[config.mk]
export PLATFORM = sky130hd
export DESIGN_NAME = rsb_queue
export DESIGN_NICKNAME = d
export VERILOG_FILES = /design/src/rtl/core/rsb_pkg.sv /design/src/rtl/core/rsb_queue.sv
export SDC_FILE = /design/constraint.sdc
export NUM_CORES = 1
export LEC_CHECK = 0
export BUFFER_PORTS_ARGS = -buffer_cell sky130_fd_sc_hd__clkbuf_2
export CAP_MARGIN = 20
export CORE_ASPECT_RATIO = 1.2
export CORE_MARGIN = 3
export CORE_UTILIZATION = 30
export DETAILED_ROUTE_END_ITERATION = 8
export GPL_ROUTABILITY_DRIVEN = 0
export PLACE_DENSITY = 0.55
export SYNTH_ARGS = -nofsm -noshare
export SYNTH_HDL_FRONTEND = slang
export SYNTH_SLANG_ARGS = --single-unit
[constraint.sdc]
create_clock -name clock -period 2 [get_ports clock]
set_input_delay 0.2 -clock clock [delete_from_list [all_inputs] [get_ports clock]]
set_output_delay 0.2 -clock clock [all_outputs]
set_load 0.005 [all_outputs]
[src/rtl/core/rsb_pkg.sv]
`timescale 1ns / 1ps

package rsb_pkg;

   localparam int SCREEN_W    = 128;
   localparam int SCREEN_H    = 96;
   localparam int ANGLE_STEPS = 24;
   localparam int ROW_BYTES   = (SCREEN_W + 1) / 2;
   localparam int STORE_SIZE  = ROW_BYTES * SCREEN_H;
   localparam int ADDR_W      = $clog2(STORE_SIZE);
   localparam int X_W         = $clog2(SCREEN_W);
   localparam int Y_W         = $clog2(SCREEN_H);
   localparam int STEP_W      = 5;
   localparam int TAB_DIV     = 8;
   localparam int ZOOM_DIV    = 128;

   localparam int QDEPTH = 4;
   localparam int QPTR_W = $clog2(QDEPTH);
   localparam int QCNT_W = $clog2(QDEPTH + 1);

   localparam logic [1:0] OP_ROTATE = 2'd0;
   localparam logic [1:0] OP_READ   = 2'd1;
   localparam logic [1:0] OP_CLEAR  = 2'd2;
   localparam logic [1:0] OP_DIM    = 2'd3;

   localparam int CSR_IDX_W = 3;
   localparam logic [CSR_IDX_W-1:0] CSR_ROT_STEP = 3'd0;
   localparam logic [CSR_IDX_W-1:0] CSR_ZOOM     = 3'd1;
   localparam logic [CSR_IDX_W-1:0] CSR_ORIGIN_X = 3'd2;
   localparam logic [CSR_IDX_W-1:0] CSR_ORIGIN_Y = 3'd3;
   localparam logic [CSR_IDX_W-1:0] CSR_IMG_W    = 3'd4;
   localparam logic [CSR_IDX_W-1:0] CSR_IMG_H    = 3'd5;

   localparam logic signed [7:0] SIN_TAB [ANGLE_STEPS] = '{
      8'sd0, 8'sd33, 8'sd64, 8'sd91, 8'sd111, 8'sd124, 8'sd127, 8'sd124,
      8'sd111, 8'sd91, 8'sd64, 8'sd33, 8'sd0, -8'sd33, -8'sd64, -8'sd91,
      -8'sd111, -8'sd124, -8'sd127, -8'sd124, -8'sd111, -8'sd91, -8'sd64, -8'sd33};

   localparam logic signed [7:0] COS_TAB [ANGLE_STEPS] = '{
      8'sd127, 8'sd124, 8'sd111, 8'sd91, 8'sd64, 8'sd33, 8'sd0, -8'sd33,
      -8'sd64, -8'sd91, -8'sd111, -8'sd124, -8'sd127, -8'sd124, -8'sd111, -8'sd91,
      -8'sd64, -8'sd33, 8'sd0, 8'sd33, 8'sd64, 8'sd91, 8'sd111, 8'sd124};

   // v*6/15 per nibble
   localparam logic [3:0] DIM_LUT [16] = '{
      4'd0, 4'd0, 4'd0, 4'd1, 4'd1, 4'd2, 4'd2, 4'd2,
      4'd3, 4'd3, 4'd4, 4'd4, 4'd4, 4'd5, 4'd5, 4'd6};

   typedef struct packed {
      logic [STEP_W-1:0] step;
      logic signed [8:0] zoom;
      logic signed [7:0] org_x;
      logic signed [7:0] org_y;
      logic [7:0]        img_w;
      logic [7:0]        img_h;
   } cfg_type;

   typedef struct packed {
      logic [1:0]        op;
      logic              last;
      logic [3:0]        nib;
      logic [ADDR_W-1:0] raddr;
   } tok_type;

   typedef struct packed {
      logic [1:0]        op;
      logic              hit;
      logic [ADDR_W-1:0] addr;
      logic              odd;
      logic [3:0]        nib;
      logic              last;
      logic [1:0]        drawn;
   } cmd_type;

   typedef struct packed {
      logic init_busy;
   } bst_type;

endpackage

[src/rtl/core/rsb_queue.sv]
`timescale 1ns / 1ps

module rsb_queue (
   input  logic                      clock,
   input  logic                      reset,
   input  logic                      push,
   input  rsb_pkg::cmd_type          push_data,
   input  logic                      pop,
   output rsb_pkg::cmd_type          pop_data,
   output logic                      not_empty,
   output logic [rsb_pkg::QCNT_W-1:0] count
);

   rsb_pkg::cmd_type entry_ff [rsb_pkg::QDEPTH];
   logic [rsb_pkg::QPTR_W-1:0] wptr_ff, wptr_in;
   logic [rsb_pkg::QPTR_W-1:0] rptr_ff, rptr_in;
   logic [rsb_pkg::QCNT_W-1:0] cnt_ff, cnt_in;

   always_comb begin
      wptr_in = push ? rsb_pkg::QPTR_W'(wptr_ff + 1'b1) : wptr_ff;
      rptr_in = pop  ? rsb_pkg::QPTR_W'(rptr_ff + 1'b1) : rptr_ff;
      cnt_in  = cnt_ff;
      if (push && !pop) begin
         cnt_in = rsb_pkg::QCNT_W'(cnt_ff + 1'b1);
      end else if (pop && !push) begin
         cnt_in = rsb_pkg::QCNT_W'(cnt_ff - 1'b1);
      end
   end

   always_ff @(posedge clock) begin
      if (reset) begin
         wptr_ff <= '0;
         rptr_ff <= '0;
         cnt_ff  <= '0;
      end else begin
         wptr_ff <= wptr_in;
         rptr_ff <= rptr_in;
         cnt_ff  <= cnt_in;
      end
   end

   always_ff @(posedge clock) begin
      if (push) begin
         entry_ff[wptr_ff] <= push_data;
      end
   end

   assign pop_data  = entry_ff[rptr_ff];
   assign not_empty = (cnt_ff != '0);
   assign count     = cnt_ff;

endmodule

==> impl_metrics.env <==
export IMPL_num_antenna_cells=0
export IMPL_final_period_minus_worst_setup_slack_ns=1.86
export IMPL_cts_root_buf="clkbuf_16"
export IMPL_vdd_drop_max_mv=0.367
export IMPL_worst_setup_path_end_kind="primary output"
export IMPL_power_density_cell_area_nw_per_um2=1020
export IMPL_cts_buffers=9
export IMPL_timing_critical_path_from_type="register"
export IMPL_hold_buffers=0
export IMPL_vias_per_cell=4.43
export IMPL_power_leakage_nw=1.65
export IMPL_synthesized_net_count=203
export IMPL_timing_worst_slew_pin_value_ns=0.402
export IMPL_clk_latency_ns=0.34
export IMPL_synth_ff_latch_count=105
export IMPL_hold_path_class="input port to register"
export IMPL_nNetsFinal=270
export IMPL_timing_setup_critical_path_class="register to primary output"
export IMPL_drv_slew=0
export IMPL_unrepaired_setup_endpoints_after_global_routing="false"
export IMPL_largest_family_of_logic_cells_by_synthesized_area="multiplexers"
export IMPL_number_of_global_route_vias_before_repair=1919
export IMPL_crit_slowest_cell="mux4_1"
export IMPL_wl_per_cell_um=16.6
export IMPL_critPathMaxFanout=24
export IMPL_n_fill_cell=1243
export IMPL_place_detailed_instances=389
export IMPL_relSlewSlack_pct=73.2
export IMPL_maximum_number_of_pins_on_one_net_before_global_route_repair=25
export IMPL_synth_xor_xnor_area_share_pct=1.12
export IMPL_cts_tree="yes"
export IMPL_die_area_um2=14500
export IMPL_global_route_wire_length_before_repair_mm=10.8
export IMPL_critical_path_max_stage_delay_ns=0.61
export IMPL_seq_area_frac_synth_pct=78.0
export IMPL_hold_worst_slack_ns=0.0778
export IMPL_initial_core_util_pct=30.9
export IMPL_initialDrtViolationCount=46
export IMPL_io_pins=56
export IMPL_worst_ep_required_time_ns=1.80
export IMPL_post_cts_setup_buffers=0
export IMPL_synth_area_per_cell_um2=23.2
export IMPL_critical_path_cell_chain="buf_12, mux4_1, clkbuf_2"
export IMPL_syn_inst=169
export IMPL_yosys_synthesis_warning_count=0
export IMPL_synth_compound_area_share_pct=0.255
export IMPL_grt_antenna_before_repair=0
export IMPL_post_synth_main_area_contributors="edfxtp_1 73%, mux4_2 11%, dfxtp_1 4.6%"
export IMPL_mappedNetlistArea_um2=3930
export IMPL_clock_path_buffers=2
export IMPL_clkSlewWorstSetupHoldPaths_ns=0.07
export IMPL_final_cells=405
export IMPL_top_library_cells_by_usage_in_the_layout_fill_and_taps_aside="96 x edfxtp_1, 55 x clkbuf_2, 20 x mux4_2, 9 x clkbuf_16, 8 x dfxtp_1"
export IMPL_postRouteAntennaNets=0
export IMPL_yosys_area_top_type="edfxtp_1"
export IMPL_drc_markers=0
export IMPL_syn2layout_area_growth_pct=20.3
export IMPL_synth_largest_type_area_fraction_pct=73.4
export IMPL_placement_rows=45
export IMPL_finalCritPeriodShare_pct=93.1
export IMPL_dieWidth_um=110
export IMPL_final_setup_skew_ns=0.00759
export IMPL_numPortBuffers=55
export IMPL_layout_cells_most_common="edfxtp_1"
export IMPL_drive_gt1_share_pct=41.1
export IMPL_clkSinkCount=105
export IMPL_drt_pass1_iter_count=4
export IMPL_maxCapViolations=0
export IMPL_die_height_um=131
export IMPL_wirelength_mm=6.74
export IMPL_hpwl_mm=4.21
export IMPL_synth_simple_gate_area_share_pct=1.72
export IMPL_cts_h_tree_depth=3
export IMPL_cts_resized=0
export IMPL_final_setup_tns_ns=0
export IMPL_number_of_endpoints_failing_setup_at_the_final_stage=0
export IMPL_via_count=1793
export IMPL_post_synth_mux_area_share_pct=14.7
export IMPL_status="complete, no violations"
export IMPL_synth_adder_area_share_pct=2.10
export IMPL_grt_overflow_total=0
export IMPL_core_area_um2=12700
export IMPL_post_layout_total_power_mw=4.84
export IMPL_grt_usage_pct=10.0
export IMPL_critPathArrivalTime_ns=1.66
export IMPL_timing_final_hold_violations=0
export IMPL_max_freq_mhz=537
export IMPL_synth_lib_cells_used_distinct=20
## registers in the layout, summed over array words and instances, names as in the netlist, named ones only
register  cells
entry_ff     96
wptr_ff       2
rptr_ff       2
count         3
## worst paths after layout
check	from	end	slack [ns]	depth (start not counted)
worst max-delay path	register	pop_data[15]	0.14	3
worst min-delay path	push_data[23]	entry_ff[2][23]	0.08	1
worst max register to register	count[0]	count[2]	0.53	4
worst min register to register	count[2]	count[2]	0.51	2
## cell families after synthesis
family,Yosys count
adders and majority gates,6
buffers and inverters,11
muxes,26
and+or+nand+nor,14
xor gates and xnor gates,5
AOI/OAI and AO/OA,2
DFF,105
## worst max-delay path, delay by kind of cell, from the launching register on
family                 cells  cell delay [ns]
buffers and inverters      2             0.36
multiplexers               1             0.61
flip-flops                 1             0.35
## cell type report
cell class | count | area (um^2) | share of cell area, %
clock buffers | 10 | 229 | 4.85
clock inverters | 6 | 82.6 | 1.75
inverters | 4 | 15.0 | 0.318
multi-input cells | 53 | 779 | 16.5
flip-flops and latches | 105 | 3060 | 64.9
well taps | 164 | 205 | 4.34
repair buffers | 63 | 348 | 7.36
## routing by layer
metal | share of wire (%) | global-route usage [%]
met5 | 0 | 0
met4 | 2.5 | 5.34
met3 | 4.3 | 2.81
met2 | 49 | 15.7
met1 | 44 | 12.6
## synth_stat cells
library cell	count
a21oi_1	1
and2_1	4
buf_12	2
buf_2	2
buf_6	1
clkbuf_1	2
dfxtp_1	9
edfxtp_1	96
fa_1	1
ha_1	5
inv_1	4
mux2i_1	2
mux4_1	4
mux4_2	20
nand2_1	1
nor2_1	7
o21ai_0	1
or3_1	2
xnor2_1	2
xor2_1	3
## per-stage QoR
step	setup WS [ns]	instance area, um^2	utilization (%)
final	0.138	4720	37.1
after global routing	0.0591	4720	37.1
after CTS	0.0923	4720	37.1
after detailed placement	0.326	4410	34.7
after global placement	0.357	4410	34.7
after floorplan	0.465	3930	-
## power breakdown
group / leakage [nW] / switching [mW] / internal [mW]
registers: 0.956 / 0.0365 / 2.51
clock network: 0.152 / 0.727 / 1.09
logic: 0.543 / 0.233 / 0.239
total: 1.65 / 0.996 / 3.84
(Power assumes the default switching activity.)
