--- src/rtl/core/rsb_pkg.sv ---
`timescale 1ns / 1ps

package rsb_pkg;

   localparam int SCREEN_W    = 128;
   localparam int SCREEN_H    = 96;
   localparam int ANGLE_STEPS = 24;
   localparam int ROW_BYTES   = (SCREEN_W + 1) / 2;
   localparam int STORE_SIZE  = ROW_BYTES * SCREEN_H;
   localparam int ADDR_W      = $clog2(STORE_SIZE);
   localparam int X_W         = $clog2(SCREEN_W);
   localparam int Y_W         = $clog2(SCREEN_H);
   localparam int STEP_W      = 5;
   localparam int TAB_DIV     = 8;
   localparam int ZOOM_DIV    = 128;

   localparam int QDEPTH = 4;
   localparam int QPTR_W = $clog2(QDEPTH);
   localparam int QCNT_W = $clog2(QDEPTH + 1);

   localparam logic [1:0] OP_ROTATE = 2'd0;
   localparam logic [1:0] OP_READ   = 2'd1;
   localparam logic [1:0] OP_CLEAR  = 2'd2;
   localparam logic [1:0] OP_DIM    = 2'd3;

   localparam int CSR_IDX_W = 3;
   localparam logic [CSR_IDX_W-1:0] CSR_ROT_STEP = 3'd0;
   localparam logic [CSR_IDX_W-1:0] CSR_ZOOM     = 3'd1;
   localparam logic [CSR_IDX_W-1:0] CSR_ORIGIN_X = 3'd2;
   localparam logic [CSR_IDX_W-1:0] CSR_ORIGIN_Y = 3'd3;
   localparam logic [CSR_IDX_W-1:0] CSR_IMG_W    = 3'd4;
   localparam logic [CSR_IDX_W-1:0] CSR_IMG_H    = 3'd5;

   localparam logic signed [7:0] SIN_TAB [ANGLE_STEPS] = '{
      8'sd0, 8'sd33, 8'sd64, 8'sd91, 8'sd111, 8'sd124, 8'sd127, 8'sd124,
      8'sd111, 8'sd91, 8'sd64, 8'sd33, 8'sd0, -8'sd33, -8'sd64, -8'sd91,
      -8'sd111, -8'sd124, -8'sd127, -8'sd124, -8'sd111, -8'sd91, -8'sd64, -8'sd33};

   localparam logic signed [7:0] COS_TAB [ANGLE_STEPS] = '{
      8'sd127, 8'sd124, 8'sd111, 8'sd91, 8'sd64, 8'sd33, 8'sd0, -8'sd33,
      -8'sd64, -8'sd91, -8'sd111, -8'sd124, -8'sd127, -8'sd124, -8'sd111, -8'sd91,
      -8'sd64, -8'sd33, 8'sd0, 8'sd33, 8'sd64, 8'sd91, 8'sd111, 8'sd124};

   // v*6/15 per nibble
   localparam logic [3:0] DIM_LUT [16] = '{
      4'd0, 4'd0, 4'd0, 4'd1, 4'd1, 4'd2, 4'd2, 4'd2,
      4'd3, 4'd3, 4'd4, 4'd4, 4'd4, 4'd5, 4'd5, 4'd6};

   typedef struct packed {
      logic [STEP_W-1:0] step;
      logic signed [8:0] zoom;
      logic signed [7:0] org_x;
      logic signed [7:0] org_y;
      logic [7:0]        img_w;
      logic [7:0]        img_h;
   } cfg_type;

   typedef struct packed {
      logic [1:0]        op;
      logic              last;
      logic [3:0]        nib;
      logic [ADDR_W-1:0] raddr;
   } tok_type;

   typedef struct packed {
      logic [1:0]        op;
      logic              hit;
      logic [ADDR_W-1:0] addr;
      logic              odd;
      logic [3:0]        nib;
      logic              last;
      logic [1:0]        drawn;
   } cmd_type;

   typedef struct packed {
      logic init_busy;
   } bst_type;

endpackage

--- src/rtl/core/rsb_front.sv ---
`timescale 1ns / 1ps

module rsb_front (
   input  logic                       clock,
   input  logic                       reset,
   input  rsb_pkg::cfg_type           cfg,
   input  rsb_pkg::bst_type           bst,
   input  logic                       req_tvalid,
   output logic                       req_tready,
   input  logic [1:0]                 req_op,
   input  logic [6:0]                 req_col,
   input  logic [7:0]                 req_row,
   input  logic [7:0]                 req_pair,
   input  logic [rsb_pkg::ADDR_W-1:0] req_addr,
   input  logic [rsb_pkg::QCNT_W-1:0] q_count,
   output logic                       q_push,
   output rsb_pkg::cmd_type           q_data
);

   // item hold register
   logic                       hold_v_ff, hold_v_in;
   logic                       k_ff, k_in;
   logic [1:0]                 op_ff;
   logic [6:0]                 col_ff;
   logic [7:0]                 row_ff;
   logic [7:0]                 pair_ff;
   logic [rsb_pkg::ADDR_W-1:0] addr_ff;

   // pixel pipeline
   logic                       p1v_ff, p2v_ff, p3v_ff;
   rsb_pkg::tok_type           tok1_ff, tok2_ff, tok3_ff, tok_in;
   logic signed [9:0]          dx_ff, dy_ff, dx_in, dy_in;
   logic signed [4:0]          c_ff, s_ff, c_in, s_in;
   logic signed [13:0]         a_ff, b_ff, a_in, b_in;
   logic signed [14:0]         cdx, sdy, sdx, cdy;
   logic signed [21:0]         za_ff, zb_ff, za_in, zb_in;
   logic signed [14:0]         qa, qb;
   logic signed [16:0]         nx, ny;
   logic                       on0_ff, on0_in;

   logic [rsb_pkg::STEP_W-1:0] idx;
   logic [7:0]                 cx, cy;
   logic [3:0]                 in_use;
   logic                       accept, issue, issue_last, on, is_rot;
   logic [rsb_pkg::ADDR_W-1:0] pix_addr;

   assign cx = {1'b0, cfg.img_w[7:1]};
   assign cy = {1'b0, cfg.img_h[7:1]};

   // every token in flight owns a queue slot
   assign in_use = 4'(q_count) + 4'(p1v_ff) + 4'(p2v_ff) + 4'(p3v_ff);
   assign issue      = hold_v_ff && (in_use < 4'(rsb_pkg::QDEPTH));
   assign issue_last = (op_ff != rsb_pkg::OP_ROTATE) || k_ff;
   assign req_tready = !hold_v_ff && !bst.init_busy;
   assign accept     = req_tvalid && req_tready;

   always_comb begin
      hold_v_in = hold_v_ff;
      k_in      = k_ff;
      if (accept) begin
         hold_v_in = 1'b1;
         k_in      = 1'b0;
      end else if (issue) begin
         k_in = 1'b1;
         if (issue_last) begin
            hold_v_in = 1'b0;
         end
      end
   end

   // stage 1: centre offsets and table lookup
   always_comb begin
      idx = (cfg.step >= rsb_pkg::STEP_W'(rsb_pkg::ANGLE_STEPS)) ?
            rsb_pkg::STEP_W'(cfg.step - rsb_pkg::STEP_W'(rsb_pkg::ANGLE_STEPS)) : cfg.step;
      c_in  = 5'(rsb_pkg::COS_TAB[idx] / rsb_pkg::TAB_DIV);
      s_in  = 5'(rsb_pkg::SIN_TAB[idx] / rsb_pkg::TAB_DIV);
      dx_in = $signed({2'b00, col_ff, k_ff}) - $signed({2'b00, cx});
      dy_in = $signed({2'b00, row_ff}) - $signed({2'b00, cy});
      tok_in.op    = op_ff;
      tok_in.last  = issue_last;
      tok_in.nib   = k_ff ? pair_ff[3:0] : pair_ff[7:4];
      tok_in.raddr = addr_ff;
   end

   // stage 2: rotation
   always_comb begin
      cdx  = 15'(c_ff) * 15'(dx_ff);
      sdy  = 15'(s_ff) * 15'(dy_ff);
      sdx  = 15'(s_ff) * 15'(dx_ff);
      cdy  = 15'(c_ff) * 15'(dy_ff);
      a_in = 14'(cdx - sdy);
      b_in = 14'(sdx + cdy);
   end

   // stage 3: zoom
   assign za_in = 22'(cfg.zoom) * 22'(a_ff);
   assign zb_in = 22'(cfg.zoom) * 22'(b_ff);

   // stage 4: scale down, offset, clip, address
   always_comb begin
      qa = 15'(za_ff / rsb_pkg::ZOOM_DIV);
      qb = 15'(zb_ff / rsb_pkg::ZOOM_DIV);
      nx = $signed(17'(cx)) + 17'(qa) + 17'(cfg.org_x);
      ny = $signed(17'(cy)) + 17'(qb) + 17'(cfg.org_y);
      on = (nx >= 0) && (nx < rsb_pkg::SCREEN_W) && (ny >= 0) && (ny < rsb_pkg::SCREEN_H);
      pix_addr = rsb_pkg::ADDR_W'(ny[rsb_pkg::Y_W-1:0]) * rsb_pkg::ADDR_W'(rsb_pkg::ROW_BYTES)
               + rsb_pkg::ADDR_W'(nx[rsb_pkg::X_W-1:1]);
      is_rot = (tok3_ff.op == rsb_pkg::OP_ROTATE);

      q_data.op    = tok3_ff.op;
      q_data.nib   = tok3_ff.nib;
      q_data.last  = tok3_ff.last;
      q_data.odd   = nx[0];
      q_data.addr  = is_rot ? pix_addr : tok3_ff.raddr;
      q_data.drawn = '0;
      q_data.hit   = 1'b0;
      if (is_rot) begin
         q_data.hit = on;
         if (tok3_ff.last) begin
            q_data.drawn = 2'({1'b0, on0_ff} + {1'b0, on});
         end
      end else if (tok3_ff.op == rsb_pkg::OP_READ) begin
         q_data.hit = (tok3_ff.raddr < rsb_pkg::ADDR_W'(rsb_pkg::STORE_SIZE));
      end
      on0_in = (p3v_ff && is_rot && !tok3_ff.last) ? on : on0_ff;
   end

   assign q_push = p3v_ff;

   always_ff @(posedge clock) begin
      if (reset) begin
         hold_v_ff <= 1'b0;
         k_ff      <= 1'b0;
         p1v_ff    <= 1'b0;
         p2v_ff    <= 1'b0;
         p3v_ff    <= 1'b0;
      end else begin
         hold_v_ff <= hold_v_in;
         k_ff      <= k_in;
         p1v_ff    <= issue;
         p2v_ff    <= p1v_ff;
         p3v_ff    <= p2v_ff;
      end
   end

   always_ff @(posedge clock) begin
      if (accept) begin
         op_ff   <= req_op;
         col_ff  <= req_col;
         row_ff  <= req_row;
         pair_ff <= req_pair;
         addr_ff <= req_addr;
      end
      dx_ff   <= dx_in;
      dy_ff   <= dy_in;
      c_ff    <= c_in;
      s_ff    <= s_in;
      tok1_ff <= tok_in;
      a_ff    <= a_in;
      b_ff    <= b_in;
      tok2_ff <= tok1_ff;
      za_ff   <= za_in;
      zb_ff   <= zb_in;
      tok3_ff <= tok2_ff;
      on0_ff  <= on0_in;
   end

endmodule

--- config.mk ---
export PLATFORM = sky130hd
export DESIGN_NAME = rsb_front
export DESIGN_NICKNAME = d
export VERILOG_FILES = /design/src/rtl/core/rsb_pkg.sv /design/src/rtl/core/rsb_front.sv
export SDC_FILE = /design/constraint.sdc
export NUM_CORES = 1
export LEC_CHECK = 0
export ABC_AREA = 0
export BUFFER_PORTS_ARGS = -buffer_cell sky130_fd_sc_hd__buf_2
export CAP_MARGIN = 10
export CORE_MARGIN = 10
export CORE_UTILIZATION = 60
export DETAILED_ROUTE_END_ITERATION = 10
export GPL_TIMING_DRIVEN = 0
export HOLD_SLACK_MARGIN = 0.1
export PLACE_DENSITY = 0.8
export SLEW_MARGIN = 5
export SYNTH_ARGS = -nofsm -noshare
export SYNTH_HDL_FRONTEND = slang
export SYNTH_SLANG_ARGS = --single-unit
--- constraint.sdc ---
create_clock -name clock -period 6 [get_ports clock]
set_input_delay 0.3 -clock clock [delete_from_list [all_inputs] [get_ports clock]]
set_output_delay 0.3 -clock clock [all_outputs]
set_load 0.02 [all_outputs]
==> run summary, run 1 <==
synth cell count leaders = 386 x inv_1, 378 x fa_1, 256 x nand2_1
required time worst endpoint = 5.70 ns
worst-path fanout max = 3
Ys Warns = 0
CP max stage delay = 0.49 ns
GRT Resource Usage Total = 0.248
syn nets = 3100
Syn Inst Count = 2387
initial antenna violation count = 4
DRT iter0 DRCs = 1087
HPWL reported at the end of detailed placement = 44200 um
overall die area = 47200 um2
Num Clock Sinks = 204
CP bufs+invs = 1
Final Max Slew Viols = 0
htree depth = 1
routability cong. = 0.923
largest net degree at the start of global routing = 31
first-pass GRT wire length = 94700 um
final core occ = 0.673
hold crit path type = in2reg
Slowest-stage cell, CP = fa_1
CP Class = reg2out
Post-synth EDFFs = 39
flops & latches, synth = 204
Worst Setup Slack, final = -0.797 ns
library cells used by synthesis = 65
kind of cell adding the most delay to the critical path = simple AND/OR/NAND/NOR gates
sequential-to-total area share from yosys stat = 0.192
DR pass1 iterations = 7
CTS tree = yes
Setup crit end kind = output port
# IOs = 117
DRC = 0
ys async rst share = 0
fin crit period = 6.80 ns
failing checks = negative setup slack
CTS root buf = clkbuf_16
Critical Path AT = 6.50 ns
Synth area leaders = fa_1 32%, dfxtp_1 14%, ha_1 13%, inv_1 6.2%, and2_1 5.0%
Vias = 17200
Max Cap Viol = 0
fmax = 147 MHz
fillers = 2923
Via density = 5.53
die width = 217 um
prevailing post-synth register cell = dfxtp_1
worst clock skew = 0.0274 ns
final hold vios = 0
I/O Buffers = 109
Clock Path Buffers = 3
Post-Route WL = 57200 um
Startpoint Class = flop
synthesized area per cell = 9.78 um2
CTS buffer count = 23
NumNets Final = 3280
gr ovfl total = 0
count leader, synth = inv_1
ANT nets after route = 0
DIE HEIGHT = 217 um
fin crit share = 1.13
Starting Density = 0.605
# rows = 72
register area = 4480 um2
Area growth syn-to-layout = 11.2%
Synth top area share = 0.324
Synth Cell Area = 23300 um2
Clock transition at path regs = 0.07 ns
status = complete, but fails checks
core area = 38600 um2
footprint of the multi-input gates = 17200 um2
max_slew headroom = 0.527
vias in the first global route = 18900
Final setup viols = 3
Synth area leader = fa_1
worst slew pin tran = 0.710 ns
Clock Latency Late Sink = 0.54 ns
ratio of cells with drive above 1 in the final layout = 0.0828
Wirelength per Cell = 18.4 um
RSZ-0062 raised after global routing = yes
-- cell families (layout without fill, tap and decap cells) --
group | Yosys count | count (layout) | synth area share
AND/OR/NAND/NOR | 697 | 697 | 0.150
adder cells (fa/ha/maj) | 622 | 622 | 0.455
buffers and inverters | 474 | 670 | 0.0774
AO/OA/AOI/OAI | 237 | 237 | 0.0678
flip-flops | 204 | 204 | 0.192
XOR/XNOR | 142 | 142 | 0.0533
multiplexers | 11 | 11 | 0.00504
other | 0 | 4 | 0
-- placed cells by master (no fill, tap or decap), types with 6 or more instances in the layout --
| master | n |
|---|---|
| nand3_1 | 25 |
| nor2_1 | 72 |
| buf_4 | 12 |
| fa_1 | 378 |
| a31oi_1 | 7 |
| a211oi_1 | 19 |
| buf_2 | 108 |
| a21oi_1 | 62 |
| o21ai_0 | 46 |
| ha_1 | 239 |
| xnor2_1 | 98 |
| edfxtp_1 | 39 |
| dfxtp_1 | 163 |
| nor3_1 | 18 |
| or3_1 | 6 |
| o211ai_1 | 10 |
| clkbuf_1 | 67 |
| dlygate4sd3_1 | 41 |
| inv_1 | 385 |
| clkbuf_16 | 23 |
| or2_2 | 7 |
| o21a_1 | 8 |
| nand2b_1 | 55 |
| and2_1 | 187 |
| nand2_1 | 256 |
| nor2b_1 | 35 |
| xor2_1 | 41 |
| mux2_2 | 6 |
| and3_1 | 18 |
| a21o_1 | 29 |
| clkbuf_2 | 7 |
-- worst register-to-register path, cell delays in order (launching register included) --
cell,delay (ns)
dfxtp_1,0.63
clkbuf_2,0.38
nand2b_1,0.12
fa_1,0.49
inv_1,0.05
fa_1,0.49
inv_1,0.05
fa_1,0.49
fa_1,0.51
inv_1,0.06
fa_1,0.44
ha_1,0.33
a21o_1,0.20
a21oi_1,0.23
o21bai_1,0.11
a21oi_1,0.24
o21ai_0,0.22
a21o_1,0.23
a21oi_1,0.17
xnor2_1,0.19
-- routing by layer --
layer  up-vias  routed length [um]  GRT usage
li1       7811                   -          -
met1      8567               21500      0.287
met2       608               29400      0.442
met3       187                3790     0.0445
met4         2                2550      0.107
met5         -                  12          0
-- per-stage QoR --
stage | area, um2 | std cells | setup WS [ns] | hold slack, ns | TNS, ns
2_1_floorplan | 23300 | 2387 | 0.615 | 0.310 | 0
3_3_place_gp | 24500 | 3014 | -0.608 | 0.310 | -2.02
3_5_place_dp | 24600 | 3015 | -0.760 | 0.312 | -2.78
4_1_cts | 25900 | 3100 | -0.761 | 0.145 | -2.08
5_1_grt | 26000 | 3104 | -1.10 | 0.173 | -3.14
6_report | 26000 | 3105 | -0.797 | 0.171 | -2.23
-- cell type report --
class | count | share of cell area
timing repair buffer | 156 | 0.0395
inverter | 386 | 0.0558
sequential | 204 | 0.172
tap | 518 | 0.0250
clock buffer | 24 | 0.0227
multi-input combinational | 1709 | 0.663
buffer | 87 | 0.0140
clock inverter | 17 | 0.00670
antenna | 4 | 0.000386
-- state kept, by name, summed over array words and instances, names as in the netlist, 2 cells and up --
register	count
a_ff	14
addr_ff	13
b_ff	14
c_ff	5
col_ff	7
dx_ff	9
dy_ff	9
op_ff	2
pair_ff	8
q_data	7
row_ff	8
s_ff	5
tok1_ff	20
tok2_ff	20
tok3_ff	13
za_ff	22
zb_ff	22
-- path summary, 6_finish.rpt --
check | startpoint | end | slack [ns] | depth (start not counted)
min reg2reg | tok1_ff[17] | tok2_ff[17] | 0.32 | 0
max reg2reg | c_ff[4] | a_ff[12] | 0.25 | 19
max | za_ff[2] | q_data[0] | -0.80 | 25
min | cfg[1] | dy_ff[0] | 0.17 | 3
-- what timing repair did --
item	4_1_cts	5_1_grt
endpoints found under the setup margin	5	9
resized for setup	23	24
hold endpoints to repair	44	0
hold buffers	41	0
pin swaps	12	8
buffers inserted	4	2
Power of run 1 is not shown: default switching activity piles up to over one toggle a cycle in this logic, so the estimate is an artifact.
==> inputs of run 2 (changes only) <==
--- a/config.mk
+++ b/config.mk
@@ -5,7 +5,7 @@
 export SDC_FILE = /design/constraint.sdc
 export NUM_CORES = 1
 export LEC_CHECK = 0
-export ABC_AREA = 0
+export ABC_AREA = 1
 export BUFFER_PORTS_ARGS = -buffer_cell sky130_fd_sc_hd__buf_2
 export CAP_MARGIN = 10
 export CORE_MARGIN = 10
==> run summary, run 2 <==
Num Clock Sinks = 204 (unchanged)
routability cong. = 0.894 (-3.2%)
fin crit period = 5.76 ns (-1.04 ns)
Via density = 5.26 (-4.8%)
flops & latches, synth = 204 (unchanged)
R2R Path Start = c_ff[2]
core area = 39700 um2 (+3.0%)
Starting Density = 0.608 (+0.00273)
Post-synth EDFFs = 39 (unchanged)
die width = 221 um (+1.6%)
worst-path fanout max = 4 (+1)
NumNets Final = 3753 (+14%)
max_slew headroom = 0.369 (-0.158)
Hold EP = dy_ff[0]
syn nets = 3565 (+15%)
Clock Latency Late Sink = 0.56 ns (+0.02 ns)
Vias = 18900 (+10%)
Slowest-stage cell, CP = dfxtp_2
gr ovfl total = 0 (unchanged)
Setup crit end kind = output port
required time worst endpoint = 5.70 ns (about the same)
prevailing post-synth register cell = dfxtp_1
library cells used by synthesis = 52 (-20%)
Cell Area, Placed = 25400 um2 (+3.2%)
Worst R2R Path Depth = 19 (unchanged)
Final Max Slew Viols = 0 (unchanged)
worst clock skew = 0.0173 ns (-0.0100 ns)
Synth Cell Area = 24200 um2 (+3.5%)
fillers = 3064 (+4.8%)
Hold Slack = 0.125 ns (-0.0459 ns)
hold crit path type = in2reg
Critical Path AT = 5.46 ns (-1.04 ns)
Syn Inst Count = 2852 (+19%)
fin crit share = 0.960 (-0.173)
DRT iter0 DRCs = 1328 (+22%)
synth cell count leaders = 674 x inv_1, 655 x nand2_1, 378 x fa_1
biggest regs = za_ff (22), zb_ff (22)
initial antenna violation count = 4 (unchanged)
min-delay src = cfg[1]
Synth area leader = fa_1
Final setup viols = 0 (-3)
CP max stage delay = 0.37 ns (-0.12 ns)
GRT Resource Usage Total = 0.251 (+0.00310)
final hold vios = 0 (unchanged)
Synth area leaders = fa_1 31%, dfxtp_1 14%, ha_1 13%, inv_1 10%, nand2_1 10%
# rows = 73 (+1.4%)
synthesized area per cell = 8.47 um2 (-13%)
Post-Route WL = 59500 um (+4.1%)
ys async rst share = 0 (unchanged)
Clock transition at path regs = 0.06 ns (about the same)
first-pass GRT wire length = 98200 um (+3.7%)
ANT nets after route = 0 (unchanged)
vias in the first global route = 20200 (+7.1%)
fmax = 174 MHz (+18%)
ratio of cells with drive above 1 in the final layout = 0.0964 (+0.0136)
HPWL reported at the end of detailed placement = 47300 um (+6.9%)
largest net degree at the start of global routing = 40 (+29%)
Final Instance Area = 27200 um2 (+4.6%)
CTS tree = yes
Hold Crit Depth = 3 (unchanged)
DRC = 0 (unchanged)
DIE HEIGHT = 221 um (+1.6%)
Clock Path Buffers = 3 (unchanged)
worst slew pin tran = 0.947 ns (+0.237 ns)
count leader, synth = inv_1
Reg-to-Reg End = a_ff[13]
sequential-to-total area share from yosys stat = 0.185 (-0.00650)
Wirelength per Cell = 16.6 um (-9.9%)
Startpoint Class = flop
most frequent cells in the layout = 670 x inv_1, 647 x nand2_1, 376 x fa_1
CP Class = reg2out
DR pass1 iterations = 7 (unchanged)
status = complete, no violations
CTS root buf = clkbuf_16
Ys Warns = 0 (unchanged)
commonest non-fill, non-tap cell in the layout = inv_1
htree depth = 1 (unchanged)
I/O Buffers = 107 (-1.8%)
R2R setup slack = 0.27 ns (+0.02 ns)
RSZ-0062 raised after global routing = yes
final core occ = 0.684 (+0.0103)
# IOs = 117 (unchanged)
Area growth syn-to-layout = 12.4%
Max Cap Viol = 0 (unchanged)
overall die area = 48700 um2 (+3.2%)
Synth top area share = 0.313 (-0.0110)
CTS buffer count = 25 (+8.7%)
==> run 2: cell types whose count changed after synthesis, moves of 30 or more <==
cell,previous run,this run
nand2_1,256,655
inv_1,386,674
and2_1,188,5
nand2b_1,55,0
xnor2_1,100,48
xor2_1,42,88
nand3_1,27,66
nor2b_1,35,0
nor2_1,73,107
or2_2,7,41
a21oi_1,62,92
==> run 2: worst max-delay path, delay by kind of cell (launching register included) <==
| kind | cells | cell delay (ns) |
|---|---|---|
| buffers and inverters | 3 | 0.28 |
| adder cells (fa/ha/maj) | 6 | 1.45 |
| AO/OA/AOI/OAI | 1 | 0.18 |
| XOR/XNOR | 1 | 0.20 |
| flip-flops | 1 | 0.37 |
| AND/OR/NAND/NOR | 20 | 2.42 |
==> run 2: timing repair <==
item,CTS,global route
hold endpoints to repair,44,0
endpoints found under the setup margin,2,3
cloned,0,0
resized for setup,12,71
pin swaps,4,34
hold buffers,43,0
setup buffers,1,10
==> run 2: layout make-up <==
type | instances | area, um2 | share of cell area
Timing Repair Buffer | 161 | 1050 | 0.0388
Sequential cell | 204 | 4480 | 0.165
Clock inverter | 17 | 175 | 0.00645
Inverter | 676 | 2540 | 0.0935
Tap cell | 525 | 657 | 0.0242
Buffer | 101 | 419 | 0.0154
Clock buffer | 29 | 682 | 0.0251
Multi-Input combinational cell | 1871 | 17100 | 0.631
Antenna cell | 4 | 10.0 | 0.000369
==> run 2: metal layers <==
| metal | up-vias | GRT usage | share of wire |
|---|---|---|---|
| met4 | 0 | 0.0861 | 0.035 |
| li1 | 8862 | - | - |
| met3 | 149 | 0.0355 | 0.057 |
| met1 | 9263 | 0.292 | 0.38 |
| met5 | - | 0 | 0 |
| met2 | 613 | 0.462 | 0.53 |
==> run 2: how the worst max path moves through the flow <==
stage,depth (start not counted),slack (ns),start,end
2_1_floorplan,20,1.13,s_ff[1],b_ff[10]
3_3_place_gp,29,0.18,za_ff[1],q_data[0]
3_5_place_dp,29,0.05,za_ff[1],q_data[0]
4_1_cts,31,0.002,za_ff[0],q_data[0]
5_1_grt,30,-0.11,za_ff[21],q_data[0]
6_report,31,0.24,za_ff[21],q_data[0]
==> run 2: kinds of logic (layout without fill, tap and decap cells) <==
group           after synthesis  in the layout  synth area share
simple gates                928            928             0.160
buf+inv                     777            984             0.122
fa+ha+maj                   622            622             0.440
flops                       204            204             0.185
compound gates              185            185            0.0440
xor+xnor                    136            136            0.0493
other cells                   0              4                 0
==> run 2: stage by stage <==
| step | setup TNS (ns) | setup slack, ns | instances |
|---|---|---|---|
| 2_1_floorplan | 0 | 1.13 | 2852 |
| 6_report | 0 | 0.240 | 3588 |
| 4_1_cts | 0 | 0.00184 | 3574 |
| 5_1_grt | -0.225 | -0.113 | 3588 |
| 3_3_place_gp | 0 | 0.182 | 3484 |
| 3_5_place_dp | 0 | 0.0494 | 3484 |
Power of run 2 is left out for the same reason.
